`src/sv/csc_pkg.sv`:
```
// shared types, constants and helpers for the pixel color space converter
`default_nettype none

package csc_pkg;

  typedef enum logic [1:0] {
    MODE_RGB2HSV = 2'd0,
    MODE_HSV2RGB = 2'd1,
    MODE_RGB2RGI = 2'd2,
    MODE_RGI2RGB = 2'd3
  } mode_t;

  // pipeline layout: two prep stages, divider stages, two post stages
  localparam int unsigned DIV_STAGES = 4;
  localparam int unsigned DIV_STEPS  = 2;
  localparam int unsigned NUM_STAGES = 2 + DIV_STAGES + 2;

  localparam logic [7:0]  NEUTRAL_CHROMA = 8'd85;
  localparam logic [9:0]  DARK_SUM       = 10'd10;
  localparam logic [9:0]  PULL_SUM       = 10'd45;

  // reciprocals for division by constants
  localparam logic [9:0]  RECIP_3  = 10'd683;    // x/3  = x*683 >> 11
  localparam logic [15:0] RECIP_85 = 16'd49345;  // x/85 = x*49345 >> 22
  localparam logic [11:0] RECIP_9  = 12'd3641;   // x/9  = x*3641 >> 15

  typedef struct packed {
    mode_t       mode;
    logic [7:0]  a;
    logic [7:0]  b;
    logic [7:0]  c;
    logic [7:0]  mx;
    logic [7:0]  mn;
    logic        rmax;
    logic        gmax;
    logic [9:0]  s;
    logic [2:0]  sec;
    logic [7:0]  f;
    logic [7:0]  b8;
  } p1_t;

  typedef struct packed {
    mode_t       mode;
    logic        zero;
    logic        low_s;
    logic [5:0]  s45;
    logic [7:0]  x0;
    logic [7:0]  x1;
    logic [2:0]  sec;
    logic [15:0] prod0;
    logic [15:0] prod1;
    logic [15:0] prod2;
  } side_t;

  typedef struct packed {
    logic [18:0] rem0;
    logic [18:0] rem1;
    logic [17:0] dsh;
    logic [7:0]  q0;
    logic [7:0]  q1;
  } div_t;

  typedef struct packed {
    logic               pull;
    logic signed [14:0] v0;
    logic signed [14:0] v1;
    logic signed [14:0] v2;
  } q1_t;

  // floor(x/255), exact for any x below 65280, where the quotient fits in 8 bits
  function automatic logic [7:0] div255(input logic [15:0] x);
    logic [16:0] acc;
    acc = {1'b0, x} + 17'd1 + {9'b0, x[15:8]};
    return acc[15:8];
  endfunction

endpackage

`default_nettype wire

```
`src/sv/pixel_color_space_converter.sv`:
```
// top level: mode register, stage valid bits and stall chain, datapath stages
//
//  port group    direction  handshake          payload
//  in_*          in         in_valid/in_stall  in_chan_a, in_chan_b, in_chan_c
//  out_*         out        out_valid/out_stall out_chan_a/b/c, out_range_clipped
//  cfg_*         in         cfg_valid/cfg_ready cfg_conversion_mode
//
// one item per cycle sustained while out_stall is low; eight register stages: two
// prep stages, four divider stages at two quotient bits each, two post stages.
// items pass them in order. a stage holds while the stage after it is full
// and held, so out_stall backs up into in_stall only once every stage is occupied.
// synchronous reset clears the valid bits and sets the mode to rgb to hsv.
`default_nettype none

module pixel_color_space_converter (
  input  wire logic       clk,
  input  wire logic       rst_n,
  input  wire logic       in_valid,
  output logic            in_stall,
  input  wire logic [7:0] in_chan_a,
  input  wire logic [7:0] in_chan_b,
  input  wire logic [7:0] in_chan_c,
  output logic            out_valid,
  input  wire logic       out_stall,
  output logic [7:0]      out_chan_a,
  output logic [7:0]      out_chan_b,
  output logic [7:0]      out_chan_c,
  output logic            out_range_clipped,
  input  wire logic       cfg_valid,
  output logic            cfg_ready,
  input  wire logic [1:0] cfg_conversion_mode
);
  import csc_pkg::*;

  mode_t mode_r;
  logic [NUM_STAGES-1:0] vld_r, vld_nxt, en;

  assign cfg_ready = 1'b1;

  always_ff @(posedge clk) begin
    if (!rst_n) begin
      mode_r <= MODE_RGB2HSV;
    end else if (cfg_valid && cfg_ready) begin
      mode_r <= mode_t'(cfg_conversion_mode);
    end
  end

  // a stage loads when empty or when the next stage loads too
  always_comb begin
    en[NUM_STAGES-1] = !vld_r[NUM_STAGES-1] || !out_stall;
    for (int k = NUM_STAGES - 2; k >= 0; k--) begin
      en[k] = !vld_r[k] || en[k+1];
    end
    vld_nxt = vld_r;
    if (en[0]) vld_nxt[0] = in_valid;
    for (int k = 1; k < NUM_STAGES; k++) begin
      if (en[k]) vld_nxt[k] = vld_r[k-1];
    end
  end

  always_ff @(posedge clk) begin
    if (!rst_n) begin
      vld_r <= '0;
    end else begin
      vld_r <= vld_nxt;
    end
  end

  assign in_stall  = !en[0];
  assign out_valid = vld_r[NUM_STAGES-1];

  div_t  dv [DIV_STAGES+1];
  side_t sd [DIV_STAGES+1];

  csc_prep u_prep (
    .clk    (clk),
    .en_p1  (en[0]),
    .en_p2  (en[1]),
    .mode   (mode_r),
    .a      (in_chan_a),
    .b      (in_chan_b),
    .c      (in_chan_c),
    .div_r  (dv[0]),
    .side_r (sd[0])
  );

  for (genvar g = 0; g < DIV_STAGES; g++) begin : g_div
    csc_div_stage u_div (
      .clk    (clk),
      .en     (en[2+g]),
      .div_i  (dv[g]),
      .side_i (sd[g]),
      .div_r  (dv[g+1]),
      .side_r (sd[g+1])
    );
  end

  csc_post u_post (
    .clk      (clk),
    .en_q1    (en[NUM_STAGES-2]),
    .en_q2    (en[NUM_STAGES-1]),
    .div_i    (dv[DIV_STAGES]),
    .side_i   (sd[DIV_STAGES]),
    .chan_a_r (out_chan_a),
    .chan_b_r (out_chan_b),
    .chan_c_r (out_chan_c),
    .clip_r   (out_range_clipped)
  );

  // an empty output stage never backs up the input
  a_no_stall_when_drained: assert property (@(posedge clk) disable iff (!rst_n)
    !out_valid |-> !in_stall)
    else $error("input stalled with empty output stage");

  // a full, held pipeline must stall the input
  a_full_stalls: assert property (@(posedge clk) disable iff (!rst_n)
    (&vld_r && out_stall) |-> in_stall)
    else $error("item accepted into full held pipeline");

  // a held divider stage keeps its item
  a_div_hold: assert property (@(posedge clk) disable iff (!rst_n)
    (vld_r[2] && !en[2]) |=> vld_r[2])
    else $error("held divider stage lost its item");

endmodule

`default_nettype wire

```
`src/sv/csc_prep.sv`:
```
// two front stages: channel extremes, sums, sectors, then divider operands and products
`default_nettype none

module csc_prep (
  input  wire logic           clk,
  input  wire logic           en_p1,
  input  wire logic           en_p2,
  input  wire csc_pkg::mode_t mode,
  input  wire logic [7:0]     a,
  input  wire logic [7:0]     b,
  input  wire logic [7:0]     c,
  output csc_pkg::div_t       div_r,
  output csc_pkg::side_t      side_r
);
  import csc_pkg::*;

  p1_t   p1_nxt, p1_r;
  div_t  div_nxt;
  side_t side_nxt;

  logic [10:0] hh;
  logic [10:0] base;

  always_comb begin
    p1_nxt      = '0;
    p1_nxt.mode = mode;
    p1_nxt.a    = a;
    p1_nxt.b    = b;
    p1_nxt.c    = c;
    p1_nxt.mx   = (a > b) ? a : b;
    if (c > p1_nxt.mx) p1_nxt.mx = c;
    p1_nxt.mn   = (a < b) ? a : b;
    if (c < p1_nxt.mn) p1_nxt.mn = c;
    p1_nxt.rmax = (a == p1_nxt.mx);
    p1_nxt.gmax = (b == p1_nxt.mx);
    p1_nxt.s    = 10'(a) + 10'(b) + 10'(c);
    p1_nxt.b8   = 8'(8'd255 - a - b);
    // hue 255 wraps to sector zero
    hh = (a == 8'd255) ? 11'd0 : ({3'b0, a} << 2) + ({3'b0, a} << 1);
    priority if (hh >= 11'd1275) begin
      p1_nxt.sec = 3'd5; base = 11'd1275;
    end else if (hh >= 11'd1020) begin
      p1_nxt.sec = 3'd4; base = 11'd1020;
    end else if (hh >= 11'd765) begin
      p1_nxt.sec = 3'd3; base = 11'd765;
    end else if (hh >= 11'd510) begin
      p1_nxt.sec = 3'd2; base = 11'd510;
    end else if (hh >= 11'd255) begin
      p1_nxt.sec = 3'd1; base = 11'd255;
    end else begin
      p1_nxt.sec = 3'd0; base = 11'd0;
    end
    p1_nxt.f = 8'(hh - base);
  end

  always_ff @(posedge clk) begin
    if (en_p1) begin
      p1_r <= p1_nxt;
    end
  end

  logic [7:0]         d;
  logic [10:0]        d6;
  logic signed [12:0] n;
  logic [18:0]        n255;
  logic [19:0]        inten_m;

  always_comb begin
    d    = p1_r.mx - p1_r.mn;
    d6   = ({3'b0, d} << 2) + ({3'b0, d} << 1);
    priority if (p1_r.rmax) begin
      n = 13'(signed'({1'b0, p1_r.b})) - 13'(signed'({1'b0, p1_r.c}));
      if (n < 0) n = n + 13'(signed'({1'b0, d6}));
    end else if (p1_r.gmax) begin
      n = 13'(signed'({1'b0, d, 1'b0})) + 13'(signed'({1'b0, p1_r.c}))
          - 13'(signed'({1'b0, p1_r.a}));
    end else begin
      n = 13'(signed'({1'b0, d, 2'b0})) + 13'(signed'({1'b0, p1_r.a}))
          - 13'(signed'({1'b0, p1_r.b}));
    end
    n255    = (19'(n[11:0]) << 8) - 19'(n[11:0]);
    // (2s+3)/6 equals (s+1)/3
    inten_m = 20'(p1_r.s + 10'd1) * 20'(RECIP_3);

    div_nxt  = '0;
    div_nxt.dsh = 18'd1 << 7;
    side_nxt = '0;
    side_nxt.mode  = p1_r.mode;
    side_nxt.sec   = p1_r.sec;
    side_nxt.low_s = (p1_r.s < PULL_SUM);
    side_nxt.s45   = 6'(PULL_SUM - p1_r.s);
    unique case (p1_r.mode)
      MODE_RGB2HSV: begin
        div_nxt.rem0  = n255;
        div_nxt.dsh   = 18'(d6) << 7;
        side_nxt.zero = (d == 8'd0);
        side_nxt.x0   = d;
        side_nxt.x1   = p1_r.mx;
      end
      MODE_HSV2RGB: begin
        side_nxt.zero  = (p1_r.b == 8'd0);
        side_nxt.x0    = p1_r.c;
        side_nxt.x1    = p1_r.b;
        side_nxt.prod0 = 16'(p1_r.b) * 16'(p1_r.f);
        side_nxt.prod1 = 16'(p1_r.b) * 16'(8'd255 - p1_r.f);
      end
      MODE_RGB2RGI: begin
        div_nxt.rem0  = (19'(p1_r.a) << 8) - 19'(p1_r.a);
        div_nxt.rem1  = (19'(p1_r.b) << 8) - 19'(p1_r.b);
        div_nxt.dsh   = 18'(p1_r.s) << 7;
        side_nxt.zero = (p1_r.s < DARK_SUM);
        side_nxt.x0   = inten_m[18:11];
      end
      MODE_RGI2RGB: begin
        side_nxt.prod0 = 16'(p1_r.a) * 16'(p1_r.c);
        side_nxt.prod1 = 16'(p1_r.b) * 16'(p1_r.c);
        side_nxt.prod2 = 16'(p1_r.b8) * 16'(p1_r.c);
      end
    endcase
  end

  always_ff @(posedge clk) begin
    if (en_p2) begin
      div_r  <= div_nxt;
      side_r <= side_nxt;
    end
  end

endmodule

`default_nettype wire

```
`src/sv/csc_div_stage.sv`:
```
// one stage of the two-lane restoring divider, a fixed number of quotient bits per stage
`default_nettype none

module csc_div_stage (
  input  wire logic            clk,
  input  wire logic            en,
  input  wire csc_pkg::div_t   div_i,
  input  wire csc_pkg::side_t  side_i,
  output csc_pkg::div_t        div_r,
  output csc_pkg::side_t       side_r
);
  import csc_pkg::*;

  div_t div_nxt;

  always_comb begin
    div_nxt = div_i;
    for (int i = 0; i < DIV_STEPS; i++) begin
      if (div_nxt.rem0 >= {1'b0, div_nxt.dsh}) begin
        div_nxt.rem0 = div_nxt.rem0 - {1'b0, div_nxt.dsh};
        div_nxt.q0   = {div_nxt.q0[6:0], 1'b1};
      end else begin
        div_nxt.q0   = {div_nxt.q0[6:0], 1'b0};
      end
      if (div_nxt.rem1 >= {1'b0, div_nxt.dsh}) begin
        div_nxt.rem1 = div_nxt.rem1 - {1'b0, div_nxt.dsh};
        div_nxt.q1   = {div_nxt.q1[6:0], 1'b1};
      end else begin
        div_nxt.q1   = {div_nxt.q1[6:0], 1'b0};
      end
      div_nxt.dsh = div_nxt.dsh >> 1;
    end
  end

  always_ff @(posedge clk) begin
    if (en) begin
      div_r  <= div_nxt;
      side_r <= side_i;
    end
  end

endmodule

`default_nettype wire

```
`src/sv/csc_post.sv`:
```
// two back stages: per-mode channel values, then chroma pull, clipping and output register
`default_nettype none

module csc_post (
  input  wire logic           clk,
  input  wire logic           en_q1,
  input  wire logic           en_q2,
  input  wire csc_pkg::div_t  div_i,
  input  wire csc_pkg::side_t side_i,
  output logic [7:0]          chan_a_r,
  output logic [7:0]          chan_b_r,
  output logic [7:0]          chan_c_r,
  output logic                clip_r
);
  import csc_pkg::*;

  q1_t q1_nxt, q1_r;

  // truncated v - d*x/255, from floor(d*x/255) and its remainder
  function automatic logic signed [10:0] sub_frac(input logic [7:0] v,
                                                  input logic [15:0] prod);
    logic [7:0]  qd;
    logic [15:0] back;
    logic [15:0] v255;
    logic        adj;
    qd   = div255(prod);
    back = (16'(qd) << 8) - 16'(qd);
    v255 = (16'(v) << 8) - 16'(v);
    adj  = (back != prod) && (prod <= v255);
    return 11'(signed'({1'b0, v})) - 11'(signed'({1'b0, qd})) - 11'(signed'({1'b0, adj}));
  endfunction

  // 36*x + (85-x)*(45-s), divided by 36 in the next stage
  function automatic logic signed [14:0] pull_num(input logic [7:0] x,
                                                  input logic [5:0] s45);
    logic [13:0]        x36;
    logic signed [15:0] dd;
    logic signed [15:0] y;
    x36 = (14'(x) << 5) + (14'(x) << 2);
    dd  = 16'(signed'({1'b0, NEUTRAL_CHROMA})) - 16'(signed'({1'b0, x}));
    y   = 16'(signed'({1'b0, x36})) + dd * 16'(signed'({1'b0, s45}));
    return y[14:0];
  endfunction

  function automatic logic signed [14:0] div85(input logic [15:0] prod);
    logic [31:0] m;
    m = 32'(prod) * 32'(RECIP_85);
    return 15'(signed'({1'b0, m[31:22]}));
  endfunction

  logic signed [10:0] pv, qv, tv;
  logic signed [14:0] vv, pe, qe, te;
  logic [7:0]         cr, cg;

  always_comb begin
    q1_nxt = '0;
    pv = 11'(signed'({1'b0, side_i.x0})) - 11'(signed'({1'b0, side_i.x1}));
    qv = sub_frac(side_i.x0, side_i.prod0);
    tv = sub_frac(side_i.x0, side_i.prod1);
    vv = 15'(signed'({1'b0, side_i.x0}));
    pe = 15'(pv);
    qe = 15'(qv);
    te = 15'(tv);
    cr = side_i.zero ? NEUTRAL_CHROMA : div_i.q0;
    cg = side_i.zero ? NEUTRAL_CHROMA : div_i.q1;
    unique case (side_i.mode)
      MODE_RGB2HSV: begin
        q1_nxt.v0 = side_i.zero ? '0 : 15'(signed'({1'b0, div_i.q0}));
        q1_nxt.v1 = 15'(signed'({1'b0, side_i.x0}));
        q1_nxt.v2 = 15'(signed'({1'b0, side_i.x1}));
      end
      MODE_HSV2RGB: begin
        if (side_i.zero) begin
          q1_nxt.v0 = vv; q1_nxt.v1 = vv; q1_nxt.v2 = vv;
        end else begin
          unique case (side_i.sec)
            3'd0: begin q1_nxt.v0 = vv; q1_nxt.v1 = te; q1_nxt.v2 = pe; end
            3'd1: begin q1_nxt.v0 = qe; q1_nxt.v1 = vv; q1_nxt.v2 = pe; end
            3'd2: begin q1_nxt.v0 = pe; q1_nxt.v1 = vv; q1_nxt.v2 = te; end
            3'd3: begin q1_nxt.v0 = pe; q1_nxt.v1 = qe; q1_nxt.v2 = vv; end
            3'd4: begin q1_nxt.v0 = te; q1_nxt.v1 = pe; q1_nxt.v2 = vv; end
            default: begin q1_nxt.v0 = vv; q1_nxt.v1 = pe; q1_nxt.v2 = qe; end
          endcase
        end
      end
      MODE_RGB2RGI: begin
        // dim pixels get their chroma pulled toward neutral
        q1_nxt.pull = !side_i.zero && side_i.low_s;
        q1_nxt.v0   = q1_nxt.pull ? pull_num(cr, side_i.s45) : 15'(signed'({1'b0, cr}));
        q1_nxt.v1   = q1_nxt.pull ? pull_num(cg, side_i.s45) : 15'(signed'({1'b0, cg}));
        q1_nxt.v2   = 15'(signed'({1'b0, side_i.x0}));
      end
      MODE_RGI2RGB: begin
        q1_nxt.v0 = div85(side_i.prod0);
        q1_nxt.v1 = div85(side_i.prod1);
        q1_nxt.v2 = div85(side_i.prod2);
      end
    endcase
  end

  always_ff @(posedge clk) begin
    if (en_q1) begin
      q1_r <= q1_nxt;
    end
  end

  // returns {clipped, value}
  function automatic logic [8:0] finish(input logic signed [14:0] v, input logic pull);
    logic [23:0] m;
    m = 24'(v[13:2]) * 24'(RECIP_9);
    if (pull) begin
      return {1'b0, m[22:15]};
    end else if (v < 0) begin
      return {1'b1, 8'd0};
    end else if (v > 15'sd255) begin
      return {1'b1, 8'hFF};
    end else begin
      return {1'b0, v[7:0]};
    end
  endfunction

  logic [8:0] f0, f1, f2;

  always_comb begin
    f0 = finish(q1_r.v0, q1_r.pull);
    f1 = finish(q1_r.v1, q1_r.pull);
    f2 = finish(q1_r.v2, 1'b0);
  end

  always_ff @(posedge clk) begin
    if (en_q2) begin
      chan_a_r <= f0[7:0];
      chan_b_r <= f1[7:0];
      chan_c_r <= f2[7:0];
      clip_r   <= f0[8] | f1[8] | f2[8];
    end
  end

endmodule

`default_nettype wire

```
`config.mk`:
```
export PLATFORM = sky130hd
export DESIGN_NAME = pixel_color_space_converter
export DESIGN_NICKNAME = d
export VERILOG_FILES = /design/src/sv/csc_pkg.sv /design/src/sv/pixel_color_space_converter.sv /design/src/sv/csc_prep.sv /design/src/sv/csc_div_stage.sv /design/src/sv/csc_post.sv
export SDC_FILE = /design/constraint.sdc
export NUM_CORES = 2
export LEC_CHECK = 0
export BUFFER_PORTS_ARGS = -buffer_cell sky130_fd_sc_hd__buf_2
export CORE_AREA = 2 2 345 347
export DETAILED_ROUTE_END_ITERATION = 16
export DIE_AREA = 0 0 347 349
export GPL_ROUTABILITY_DRIVEN = 0
export GPL_TIMING_DRIVEN = 0
export PLACE_DENSITY_LB_ADDON = 0.08
export SYNTH_ARGS = -nofsm -noshare
export SYNTH_HDL_FRONTEND = slang
export SYNTH_SLANG_ARGS = --single-unit
```
`constraint.sdc`:
```
create_clock -name clk -period 8.6 [get_ports clk]
set_clock_uncertainty 0.2 [all_clocks]
set_input_delay 0.43 -clock clk [delete_from_list [all_inputs] [get_ports clk]]
set_output_delay 0.43 -clock clk [all_outputs]
set_load 0.05 [all_outputs]
```
==> metrics.yaml <==
die-area_um2: 121000
regArea_um2: 23000
clock-sinks: 769
seq_area_frac_synth: 0.303
wl_per_cell_um: 20.5
drc: 0
wl_met2_um: 88200
grt_pass1_vias: 56800
track_usage: 0.322
synth_nets: 9312
final_antenna_net_count: 0
maxCapViolCount: 0
relSlewSlack: 0.183
cts_root_buf: "clkbuf_16"
min_path_type: "reg2reg"
critPathRequiredTime_ns: 8.88
syn-cell-area_um2: 75900
drive_above_1_share: 0.0468
fmax_ghz: 0.122
die_y_um: 349
drt_pass1_iterations: 8
ys.flop_type: "edfxtp_1"
area_growth_pct: 7.49
wl_met1_um: 79600
grt_pass1_wl_um: 307000
cts_buffers: 83
fin_crit_ns: 8.22
clk_latency_ns: 0.70
end_kind: "flop"
multi_input_comb_area_um2: 47900
path_common_cell: "ha_1"
highest_layer: "met4"
synth_warnings: 0
cts_tree: "yes"
grt_max_degree: 100
crit_chain: "clkinv_1 -> buf_1 -> ha_1 -> inv_1 -> fa_1 -> a21oi_1 -> o21ai_1 -> a2111oi_2 -> nor2_1 -> inv_2 -> ha_1 -> o21a_1 -> o21a_1 -> o31ai_1 -> o41a_1 -> o311ai_0 -> ha_1 -> and2_1 -> nor4bb_1 -> a31oi_1 -> o21ai_0 -> a211oi_1 -> mux2_2 -> a211oi_1"
final-hold-violation-count: 0
initial_core_util: 0.646
synth-edff-count: 759
wirelength_um: 193000
chipWidth_um: 347
slew_violations: 0
worstPathArrival_ns: 8.49
syn_inst: 7632
setup_viol: 0
cp_max_fo: 12
critPathKind: "reg2reg"
gr-total-overflow: 0
drtIter0Drc: 5225
ys_ff_latch: 769
num_rows: 126
synth.avg_cell_area_um2: 9.94
clock_path_buffers: 3
finalSetupTns_ns: 0
routed_via_density: 6.00
core_um2: 117000
wl_met3_um: 13400
worst_pin_slew_ns: 1.21
portBuffers: 56
cp_slowest_stage_delay_ns: 0.70
rsz0062_at_grt: "no"
nets: 9490
io-pin-count: 59
cp-start-kind: "flop"
async_flop_share: 0
synth_cell_type_count: 108
place_hpwl_um: 154000
status: "complete, no violations"
slowest_stage: "edfxtp_1"
fill_cells: 8769
fin_crit_sh: 0.956
antenna_found_initial: 2
postCtsSetupBuffers: 0
vias: 56500
clk_pin_slew_ns: 0.07
htree_levels: 3
worst max-delay path, delay by kind of cell (launching register included):
kind                     cells  cell delay (ns)
AO/OA/AOI/OAI               12             3.25
adder cells (fa/ha/maj)      4             1.52
buffers and inverters        4             1.35
flip-flops                   1             0.70
multiplexers                 1             0.37
AND/OR/NAND/NOR              3             0.60
kinds of logic after synthesis:
| logic type | count (synthesis) | share of synthesized area |
|---|---|---|
| other | 2 | 0.0000990 |
| AND/OR/NAND/NOR | 1804 | 0.116 |
| flip-flops | 769 | 0.303 |
| XOR/XNOR | 455 | 0.0531 |
| AO/OA/AOI/OAI | 1451 | 0.122 |
| multiplexers | 154 | 0.0221 |
| buffers and inverters | 1345 | 0.0669 |
| adder cells (fa/ha/maj) | 1652 | 0.317 |
worst paths after layout:
check / depth (start not counted) / start / to / slack, ns
setup / recovery: 24 / u_prep.p1_r[55]$_DFFE_PN_ / u_prep.div_r[67]$_DFFE_PP_ / 0.38
setup reg to reg: 24 / u_prep.p1_r[55]$_DFFE_PN_ / u_prep.div_r[67]$_DFFE_PP_ / 0.38
hold / removal: 0 / g_div[0].u_div.side_r[23]$_DFFE_PP_ / g_div[1].u_div.side_r[23]$_DFFE_PP_ / 0.19
hold reg to reg: 0 / g_div[0].u_div.side_r[23]$_DFFE_PP_ / g_div[1].u_div.side_r[23]$_DFFE_PP_ / 0.19
metrics by stage:
stage	util	worst slack, ns	std cells	cell area, um2	hold slack, ns
5_1_grt	0.695	0.0721	9415	81600	0.209
6_report	0.695	0.382	9416	81600	0.193
2_1_floorplan	-	2.06	7632	75900	0.200
3_3_place_gp	0.665	0.208	9224	78100	0.201
3_5_place_dp	0.667	0.242	9231	78300	0.205
4_1_cts	0.694	0.181	9415	81600	0.195
sequential cells by signal (all words and copies together) (netlist names):
name / cells
u_post.chan_b_r: 8
u_post.chan_c_r: 8
mode_r: 2
vld_r: 8
u_post.q1_r: 42
u_prep.p1_r: 73
g_div.u_div.side_r: 308
u_prep.div_r: 47
u_post.chan_a_r: 8
u_prep.side_r: 77
u_post.clip_r: 1
g_div.u_div.div_r: 187
per-layer routing:
metal	track usage	vias to the layer above
li1	-	26800
met1	0.413	26900
met4	0.174	0
met3	0.0474	584
met2	0.528	2224
met5	0	-
cell usage after synthesis (all sizes together), types with 70 or more instances:
master	instances	area, um2
xor2	108	946
inv	1153	4330
nor2b	110	688
nor3	93	470
nand2	450	1690
nand3	84	420
o21bai	91	683
and2	163	1020
nand2b	89	557
clkbuf	152	571
a21oi	435	2180
mux2	71	800
o21a	70	526
ha	1194	14900
fa	455	9110
edfxtp	759	22800
mux2i	79	791
xnor2	345	3040
nor2	533	2010
nand4	76	482
o21ai	338	1700
a21o	125	938
area by class of cell:
type / instances / share of cell area
multi-input cells: 5518 / 0.587
inverters: 1166 / 0.0538
well taps: 1536 / 0.0236
clock inverters: 65 / 0.0102
diodes: 1 / 0.0000307
repair buffers: 93 / 0.00948
clock buffers: 89 / 0.0257
plain buffers: 179 / 0.00862
flip-flops and latches: 769 / 0.282
placed cells by master, fill, tap and decap left out, drive strengths merged, types with 84 or more instances in the layout:
| cell type | instances |
|---|---|
| and2 | 163 |
| fa | 455 |
| ha | 1194 |
| a21o | 125 |
| nand3 | 84 |
| o21bai | 91 |
| xor2 | 108 |
| edfxtp | 759 |
| nand2 | 450 |
| nor2 | 533 |
| xnor2 | 345 |
| nand2b | 89 |
| clkbuf | 241 |
| o21ai | 338 |
| inv | 1166 |
| nor2b | 110 |
| buf | 90 |
| nor3 | 93 |
| a21oi | 435 |
what timing repair did:
item / CTS / global route
hold buffers: 30 / 0
hold endpoints to repair: 36 / 0
gates resized for setup: 0 / 6
setup endpoints to repair: 0 / 11
Power is not shown: default switching activity piles up to over one toggle a cycle in this logic, so the estimate is an artifact.
